File: src/design/arw_pkg.sv
// Package for the anti-replay window check: sizes, FSM state type and
// the command/status structs between controller and datapath.
// No dependencies.
package arw_pkg;

    // Window size; a power of two of at least 128 (two or more bitmap rows).
    localparam int WINDOW = 1024;
    localparam int SEQ_W  = 64;
    localparam int WORD_W = 64;
    localparam int ROWS   = WINDOW / WORD_W;
    localparam int IDX_W  = $clog2(WINDOW);
    localparam int BIT_W  = $clog2(WORD_W);
    localparam int ROW_W  = IDX_W - BIT_W;

    typedef enum logic [3:0] {
        ST_IDLE,
        ST_DECIDE,
        ST_SWEEP0,
        ST_SWEEP,
        ST_SWEEPEND,
        ST_FAR,
        ST_LOWRD,
        ST_LOWCHK,
        ST_DONE
    } arw_state_t;

    typedef struct packed {
        logic load;       // capture request and compare against highest
        logic rd_en;      // read a bitmap row
        logic rd_sweep;   // read address from sweep pointer, else seq row
        logic ptr_clr;    // restart sweep pointer
        logic ptr_step;   // advance sweep pointer
        logic wr_en;      // write a bitmap row
        logic wr_sweep;   // write row behind pointer with skipped bits cleared
        logic wr_far;     // drop all rows, write only the marked row
        logic take_high;  // highest <= seq
        logic reinit;     // highest <= 0
        logic push;       // load output register
        logic acc;        // result to push
    } arw_cmd_t;

    typedef struct packed {
        logic mode;
        logic bypass;
        logic eq;
        logic gt;
        logic far;
        logic bit_set;
        logic ptr_last;
        logic out_free;
    } arw_status_t;

endpackage

File: src/design/arw_ctrl.sv
// Controller FSM for the anti-replay window check.
// Depends on arw_pkg; drives arw_datapath through arw_cmd_t.
module arw_ctrl (
    input  logic                 aclk,
    input  logic                 aresetn,
    input  logic                 s_tvalid,
    output logic                 s_tready,
    input  arw_pkg::arw_status_t status,
    output arw_pkg::arw_cmd_t    cmd
);
    import arw_pkg::*;

    arw_state_t state_reg, state_next;
    logic       acc_reg, acc_next;

    always_ff @(posedge aclk) begin
        if (!aresetn) begin
            state_reg <= ST_IDLE;
        end else begin
            state_reg <= state_next;
        end
    end

    always_ff @(posedge aclk) begin
        acc_reg <= acc_next;
    end

    always_comb begin
        state_next = state_reg;
        acc_next   = acc_reg;
        cmd        = '0;
        s_tready   = 1'b0;
        case (state_reg)
            ST_IDLE: begin
                s_tready = 1'b1;
                if (s_tvalid) begin
                    cmd.load   = 1'b1;
                    state_next = ST_DECIDE;
                end
            end
            ST_DECIDE: begin
                if (status.mode) begin
                    cmd.reinit = 1'b1;
                    acc_next   = 1'b0;
                    state_next = ST_DONE;
                end else if (status.bypass) begin
                    acc_next   = 1'b1;
                    state_next = ST_DONE;
                end else if (status.eq) begin
                    acc_next   = 1'b0;
                    state_next = ST_DONE;
                end else if (status.gt && status.far) begin
                    state_next = ST_FAR;
                end else if (status.gt) begin
                    cmd.ptr_clr = 1'b1;
                    state_next  = ST_SWEEP0;
                end else if (status.far) begin
                    acc_next   = 1'b0;
                    state_next = ST_DONE;
                end else begin
                    state_next = ST_LOWRD;
                end
            end
            ST_SWEEP0: begin
                cmd.rd_en    = 1'b1;
                cmd.rd_sweep = 1'b1;
                cmd.ptr_step = 1'b1;
                state_next   = status.ptr_last ? ST_SWEEPEND : ST_SWEEP;
            end
            ST_SWEEP: begin
                cmd.rd_en    = 1'b1;
                cmd.rd_sweep = 1'b1;
                cmd.ptr_step = 1'b1;
                cmd.wr_en    = 1'b1;
                cmd.wr_sweep = 1'b1;
                if (status.ptr_last) begin
                    state_next = ST_SWEEPEND;
                end
            end
            ST_SWEEPEND: begin
                cmd.wr_en     = 1'b1;
                cmd.wr_sweep  = 1'b1;
                cmd.take_high = 1'b1;
                acc_next      = 1'b1;
                state_next    = ST_DONE;
            end
            ST_FAR: begin
                cmd.wr_en     = 1'b1;
                cmd.wr_far    = 1'b1;
                cmd.take_high = 1'b1;
                acc_next      = 1'b1;
                state_next    = ST_DONE;
            end
            ST_LOWRD: begin
                cmd.rd_en  = 1'b1;
                state_next = ST_LOWCHK;
            end
            ST_LOWCHK: begin
                if (status.bit_set) begin
                    acc_next = 1'b0;
                end else begin
                    cmd.wr_en = 1'b1;
                    acc_next  = 1'b1;
                end
                state_next = ST_DONE;
            end
            ST_DONE: begin
                cmd.acc = acc_reg;
                if (status.out_free) begin
                    cmd.push   = 1'b1;
                    state_next = ST_IDLE;
                end
            end
            default: begin
                state_next = ST_IDLE;
            end
        endcase
    end

endmodule

File: src/design/arw_datapath.sv
// Datapath for the anti-replay window check: highest number, compare,
// bitmap memory with row valid bits, sweep pointer and output register.
// Depends on arw_pkg; commanded by arw_ctrl.
module arw_datapath (
    input  logic                 aclk,
    input  logic                 aresetn,
    input  logic [63:0]          s_tdata,
    input  logic [0:0]           s_tuser,
    input  logic                 cfg_wen,
    input  logic [0:0]           cfg_wdata,
    input  arw_pkg::arw_cmd_t    cmd,
    output arw_pkg::arw_status_t status,
    output logic                 m_tvalid,
    input  logic                 m_tready,
    output logic [7:0]           m_tdata
);
    import arw_pkg::*;

    logic [SEQ_W-1:0]  highest_reg;
    logic [SEQ_W-1:0]  seq_reg;
    logic              mode_reg;
    logic              bypass_reg;
    logic              eq_reg, gt_reg, far_reg;
    logic [IDX_W-1:0]  count_reg;
    logic [IDX_W-1:0]  start_reg;
    logic [ROW_W-1:0]  ptr_reg;
    logic [ROWS-1:0]   row_valid_reg;
    logic [WORD_W-1:0] mem [ROWS];
    logic [WORD_W-1:0] rd_data_reg;
    logic              rd_valid_reg;
    logic              m_tvalid_reg;
    logic              m_acc_reg;

    logic [SEQ_W-1:0]  seq_in;
    logic              gt_in;
    logic [SEQ_W-1:0]  diff;
    logic [ROW_W-1:0]  seq_row;
    logic [ROW_W-1:0]  rd_row;
    logic [ROW_W-1:0]  wr_row;
    logic [WORD_W-1:0] word;
    logic [WORD_W-1:0] clr_mask;
    logic [WORD_W-1:0] mark_mask;
    logic [WORD_W-1:0] wr_data;

    assign seq_in = s_tdata;
    assign gt_in  = seq_in > highest_reg;
    assign diff   = gt_in ? (seq_in - highest_reg) : (highest_reg - seq_in);

    always_ff @(posedge aclk) begin
        if (cmd.load) begin
            seq_reg   <= seq_in;
            mode_reg  <= s_tuser[0];
            eq_reg    <= seq_in == highest_reg;
            gt_reg    <= gt_in;
            far_reg   <= diff[SEQ_W-1:IDX_W] != '0;
            count_reg <= diff[IDX_W-1:0] - IDX_W'(1);
            start_reg <= highest_reg[IDX_W-1:0] + IDX_W'(1);
        end
    end

    always_ff @(posedge aclk) begin
        if (!aresetn) begin
            highest_reg <= '0;
        end else if (cmd.reinit) begin
            highest_reg <= '0;
        end else if (cmd.take_high) begin
            highest_reg <= seq_reg;
        end
    end

    always_ff @(posedge aclk) begin
        if (!aresetn) begin
            bypass_reg <= 1'b0;
        end else if (cfg_wen) begin
            bypass_reg <= cfg_wdata[0];
        end
    end

    always_ff @(posedge aclk) begin
        if (!aresetn) begin
            ptr_reg <= '0;
        end else if (cmd.ptr_clr) begin
            ptr_reg <= '0;
        end else if (cmd.ptr_step) begin
            ptr_reg <= ptr_reg + ROW_W'(1);
        end
    end

    assign seq_row = seq_reg[IDX_W-1:BIT_W];
    assign rd_row  = cmd.rd_sweep ? ptr_reg : seq_row;
    // the sweep writes back the row read in the cycle before
    assign wr_row  = cmd.wr_sweep ? (ptr_reg - ROW_W'(1)) : seq_row;
    assign word    = rd_valid_reg ? rd_data_reg : '0;

    always_comb begin
        logic [IDX_W-1:0] pos;
        logic [IDX_W-1:0] offs;
        for (int j = 0; j < WORD_W; j++) begin
            pos          = {wr_row, BIT_W'(j)};
            offs         = pos - start_reg;
            clr_mask[j]  = cmd.wr_sweep && (offs < count_reg);
            mark_mask[j] = pos == seq_reg[IDX_W-1:0];
        end
    end

    assign wr_data = (cmd.wr_far ? '0 : (word & ~clr_mask)) | mark_mask;

    always_ff @(posedge aclk) begin
        if (cmd.wr_en) begin
            mem[wr_row] <= wr_data;
        end
        if (cmd.rd_en) begin
            rd_data_reg  <= mem[rd_row];
            rd_valid_reg <= row_valid_reg[rd_row];
        end
    end

    always_ff @(posedge aclk) begin
        if (!aresetn) begin
            row_valid_reg <= '0;
        end else if (cmd.wr_en) begin
            if (cmd.wr_far) begin
                row_valid_reg <= {{(ROWS-1){1'b0}}, 1'b1} << wr_row;
            end else begin
                row_valid_reg[wr_row] <= 1'b1;
            end
        end
    end

    always_ff @(posedge aclk) begin
        if (!aresetn) begin
            m_tvalid_reg <= 1'b0;
        end else if (cmd.push) begin
            m_tvalid_reg <= 1'b1;
        end else if (m_tready) begin
            m_tvalid_reg <= 1'b0;
        end
    end

    always_ff @(posedge aclk) begin
        if (cmd.push) begin
            m_acc_reg <= cmd.acc;
        end
    end

    assign m_tvalid = m_tvalid_reg;
    assign m_tdata  = {7'b0, m_acc_reg};

    assign status.mode     = mode_reg;
    assign status.bypass   = bypass_reg;
    assign status.eq       = eq_reg;
    assign status.gt       = gt_reg;
    assign status.far      = far_reg;
    assign status.bit_set  = word[seq_reg[BIT_W-1:0]];
    assign status.ptr_last = ptr_reg == ROW_W'(ROWS - 1);
    assign status.out_free = !m_tvalid_reg || m_tready;

    a_push_free: assert property (@(posedge aclk) disable iff (!aresetn)
        cmd.push |-> (!m_tvalid_reg || m_tready))
        else $error("result pushed over a waiting result");

    a_far_one_row: assert property (@(posedge aclk) disable iff (!aresetn)
        ($past(cmd.wr_en && cmd.wr_far) && $past(aresetn)) |-> $onehot(row_valid_reg))
        else $error("full clear left other rows valid");

    a_reinit_zero: assert property (@(posedge aclk) disable iff (!aresetn)
        ($past(cmd.reinit) && $past(aresetn)) |-> (highest_reg == '0))
        else $error("reinit did not clear highest");

    a_one_writer: assert property (@(posedge aclk) disable iff (!aresetn)
        cmd.wr_en |-> !(cmd.wr_far && cmd.wr_sweep))
        else $error("two bitmap write sources at once");

endmodule

File: src/design/anti_replay_window_check.sv
// Top level of the anti-replay window check.
// Depends on arw_pkg, arw_ctrl and arw_datapath.
//
// Usage:
//   s_ channel: one request per packet. s_tuser[0] is mode (0 check,
//   1 reinit highest to zero), s_tdata[63:0] is the sequence number.
//   m_ channel: one result per request, m_tdata[0] = accepted.
//   cfg_wen/cfg_wdata write the bypass bit; write only while idle.
// Timing: a request is taken in the idle state and worked on alone; the next
//   request can be taken in the cycle after the result is pushed. Paths:
//   Reinit, bypass, equal and too-old checks: decide state, then done state.
//   In-window older check: row read, test, mark.
//   Jump of a full window or more: all rows dropped at once.
//   Shorter forward jump: read-modify-write sweep over the 64-bit bitmap
//   rows, one row a cycle.
// Reset: highest number and bypass go to zero, every bitmap row valid bit
//   clears at once, so the block takes requests right after reset.
// Stall: the result waits in the output register; the next request is
//   still accepted and its result holds until the register is taken.
module anti_replay_window_check (
    input  logic        aclk,
    input  logic        aresetn,
    input  logic        s_tvalid,
    output logic        s_tready,
    input  logic [63:0] s_tdata,   // [63:0] seq
    input  logic [0:0]  s_tuser,   // [0] mode
    output logic        m_tvalid,
    input  logic        m_tready,
    output logic [7:0]  m_tdata,   // [0] accepted, [7:1] zero
    input  logic        cfg_wen,
    input  logic [0:0]  cfg_wdata  // [0] bypass
);
    import arw_pkg::*;

    arw_cmd_t    cmd;
    arw_status_t status;

    arw_ctrl u_ctrl (
        .aclk     (aclk),
        .aresetn  (aresetn),
        .s_tvalid (s_tvalid),
        .s_tready (s_tready),
        .status   (status),
        .cmd      (cmd)
    );

    arw_datapath u_datapath (
        .aclk      (aclk),
        .aresetn   (aresetn),
        .s_tdata   (s_tdata),
        .s_tuser   (s_tuser),
        .cfg_wen   (cfg_wen),
        .cfg_wdata (cfg_wdata),
        .cmd       (cmd),
        .status    (status),
        .m_tvalid  (m_tvalid),
        .m_tready  (m_tready),
        .m_tdata   (m_tdata)
    );

endmodule
File: config.mk
export PLATFORM = sky130hd
export DESIGN_NAME = anti_replay_window_check
export DESIGN_NICKNAME = d
export VERILOG_FILES = /design/src/design/arw_pkg.sv /design/src/design/arw_ctrl.sv /design/src/design/arw_datapath.sv /design/src/design/anti_replay_window_check.sv
export SDC_FILE = /design/constraint.sdc
export NUM_CORES = 2
export LEC_CHECK = 0
export BUFFER_PORTS_ARGS = -buffer_cell sky130_fd_sc_hd__buf_2
export CORE_MARGIN = 3
export CORE_UTILIZATION = 40
export CTS_CLUSTER_DIAMETER = 80
export DETAILED_ROUTE_END_ITERATION = 12
export GPL_ROUTABILITY_DRIVEN = 0
export HOLD_SLACK_MARGIN = 0.08
export RECOVER_POWER = 25
export SLEW_MARGIN = 20
export SYNTH_ARGS = -nofsm -noshare
export SYNTH_HDL_FRONTEND = slang
export SYNTH_SLANG_ARGS = --single-unit
File: constraint.sdc
create_clock -name aclk -period 7.9 [get_ports aclk]
set_clock_uncertainty 0.05 [all_clocks]
set_input_delay 0.79 -clock aclk [delete_from_list [all_inputs] [get_ports aclk]]
set_output_delay 0.79 -clock aclk [all_outputs]
set_load 0.01 [all_outputs]
==> run metrics <==
status=finished, violations left; failing checks=max-capacitance violations, max-slew violations; synth warn=0; clk buf depth=3; CP Class=reg2reg; worst skew pair latency=0.79 ns; global-route wire length before repair=306000 um; Crit Path Max Fanout=21; EDFF count, synth=1179; initial antenna violation count=8; top_reg_cell synth=edfxtp_1; Hold Path Sink=u_datapath.mode_reg; dpl ws=1.94 ns; HP Start=s_tuser; Post-synth ARST share=0%; DRT Pass-1 Iters=8; Total GRT Usage=22.4%; R2R setup slack=1.25 ns; crit path launch type=register; Die Height=425 um; Yosys reg bits=1269; DIE AREA=181000 sq um; pin count of the biggest net entering global routing=131; Setup Total Neg Slack=0 ns; synthesized area per cell=12.5 sq um; CP arrival=7.12 ns; total grt overflow=0; hpwl dp=130000 um; CP Depth=15; clock sinks=1269; post-synthesis cell count=5607; unrepaired setup endpoints after global routing=false; Slew Limit Fails=712; Die Wd=425 um; pwr dens=223 nW/um^2; Fmax=150 MHz; Hold Path Cell Cnt=1; core area=174000 sq um; post-CTS setup buffer count=0; Synth cell types=84; I/O Buffers=73; hold buffers post-CTS=0; worst r2r dst=u_datapath.far_reg; synth-to-layout area growth=10.3%; post-DR vias/cell=5.88; Seq/Total Area, Yosys=52.9%; CP required=8.37 ns; nets@finish=6222; # IOs=81; Largest Register=u_datapath.mem; Slowest-stage cell, CP=clkbuf_1; Final ANT Viol Nets=0; Worst Hold Class=in2reg; Initial Util=40.4%; Max Cap Violations=18; final worst setup slack=1.25 ns; fraction of layout cells with a size suffix above 1=11.0%; total number of vias=47339; peak supply drop=0.193 mV; path depth of the worst reg2reg path=15; Buf/Inv on CP=2; row count=153; number of H-tree levels=4; Routed WL=206000 um; DRC=0; Largest register FFs=1024; cts repair resizes=0; CTS tree=yes; final setup fails=0; Root Buffer=clkbuf_16; Mapped Area=70300 sq um; Leak=0.0278 uW; Final Hold Fails=0; crit path time final=6.65 ns; Critical Path, Cell by Cell=ha_1 > nand4_1 > nor4_1 > and2b_1 > a21boi_4 > nor4_2 > or2_2 > clkinv_2 > clkbuf_1 > a31oi_1 > xor2_1 > nor4_1 > nand4_1 > nor4_1 > nand4_1; Top delay family on crit path=simple AND/OR/NAND/NOR gates; clk slew on worst S/H paths=0.06 ns; Worst-Margin Slew=3.27 ns; reg2reg start=u_datapath.highest_reg[17]; Inserted Clock Buffers=137; final worst path period share=84.1%; filler cell count=15899; CP Capture Type=register; Wirelength per Cell=25.6 um; 1st-iter DRT viols=5608; via count of the first global-routing pass=46118; largest stage delay on the critical path=1.07 ns; Slew HR=-118%
==> power breakdown <==
part	total (uW)	internal (uW)	switching [uW]
Combinational	3640	1460	2180
Sequential	7410	7380	35.2
Clock	6250	3600	2650
Total	17300	12400	4870
==> cell usage after synthesis (all sizes together) (34+ instances only) <==
library cell,n,share of area (%)
a21o,223,2.4
a31oi,92,0.82
nand4,55,0.53
xor2,113,1.4
and2,74,0.66
o21bai,34,0.36
buf,140,1.0
mux4,281,9.0
a32o,60,0.85
nand3,35,0.25
nor2b,76,0.68
nand2,529,2.8
nor3,38,0.28
xnor2,274,3.4
edfxtp,1179,50
clkbuf,180,0.96
inv,255,1.4
o21ai,281,2.0
nor2,213,1.1
ha,541,9.6
a211oi,83,0.89
dfxtp,90,2.6
a21oi,490,3.5
==> cell usage in the layout (no fill, tap or decap), types with 34 or more instances in the layout <==
master / Yosys / routed
mux4_2: 281 / 281
buf_4: 23 / 75
a31oi_1: 92 / 92
edfxtp_1: 1179 / 1179
inv_1: 254 / 248
a32o_1: 60 / 60
o21ai_0: 267 / 267
and2_0: 0 / 36
a211oi_1: 83 / 83
ha_1: 541 / 538
dfxtp_1: 90 / 90
a21o_1: 223 / 223
a21oi_1: 490 / 489
clkbuf_16: 0 / 142
xor2_1: 113 / 113
o21bai_1: 34 / 34
and2_1: 74 / 36
clkbuf_1: 180 / 112
nand2_1: 529 / 528
xnor2_1: 274 / 273
nor2b_1: 76 / 75
nor2_1: 213 / 204
nand4_1: 53 / 53
nand3_1: 35 / 35
==> through the flow <==
stage | instance area, sq um | std cells | utilization [%] | total power, uW | hold slack, ns
2_1_floorplan | 70300 | 5613 | - | 10100 | 0.386
4_1_cts | 77800 | 8040 | 44.7 | 17400 | 0.0946
5_1_grt | 77500 | 8047 | 44.5 | 18100 | 0.115
3_3_place_gp | 73400 | 7792 | 42.2 | 11100 | 0.395
3_5_place_dp | 73500 | 7792 | 42.2 | 11100 | 0.412
6_report | 77500 | 8048 | 44.5 | 17300 | 0.152
==> worst max path at each step <==
| stage | start | endpoint |
|---|---|---|
| global route | u_ctrl.state_reg[1] | u_datapath.rd_data_reg[63] |
| finish | u_datapath.highest_reg[17] | u_datapath.far_reg |
| detailed placement | s_tdata[27] | u_datapath.far_reg |
| CTS | u_ctrl.state_reg[2] | u_datapath.mem[14][25] |
| floorplan | u_datapath.seq_reg[0] | u_datapath.mem[15][0] |
| global placement | s_tdata[27] | u_datapath.far_reg |
==> cell families (layout without fill, tap and decap cells) <==
| kind of cell | after synthesis | in the layout | share of synthesized area (%) |
|---|---|---|---|
| xor gates and xnor gates | 387 | 387 | 4.82 |
| buffers and inverters | 578 | 680 | 3.34 |
| AOI/OAI and AO/OA | 1392 | 1392 | 12.4 |
| DFF | 1269 | 1269 | 52.9 |
| adders and majority gates | 545 | 545 | 9.74 |
| and+or+nand+nor | 1124 | 1124 | 7.39 |
| other | 1 | 15 | 0.00533 |
| muxes | 311 | 311 | 9.43 |
==> layout make-up <==
class	instances	area [sq um]	share of cell area, %
multi-input cells	3766	30900	39.9
diodes	8	20.0	0.0258
inverters	258	972	1.25
clock buffers	178	3700	4.77
repair buffers	174	1110	1.43
clock inverters	70	677	0.873
well taps	2325	2910	3.75
flip-flops and latches	1269	37200	48.0
==> routing by layer <==
metal  GRT usage, %  part of all wire, %
met1           30.8                   42
met2           35.7                   46
met3           3.99                  7.7
met4           8.11                  3.5
met5              0                    0
No activity file was read; power rests on OpenSTA's default activity.
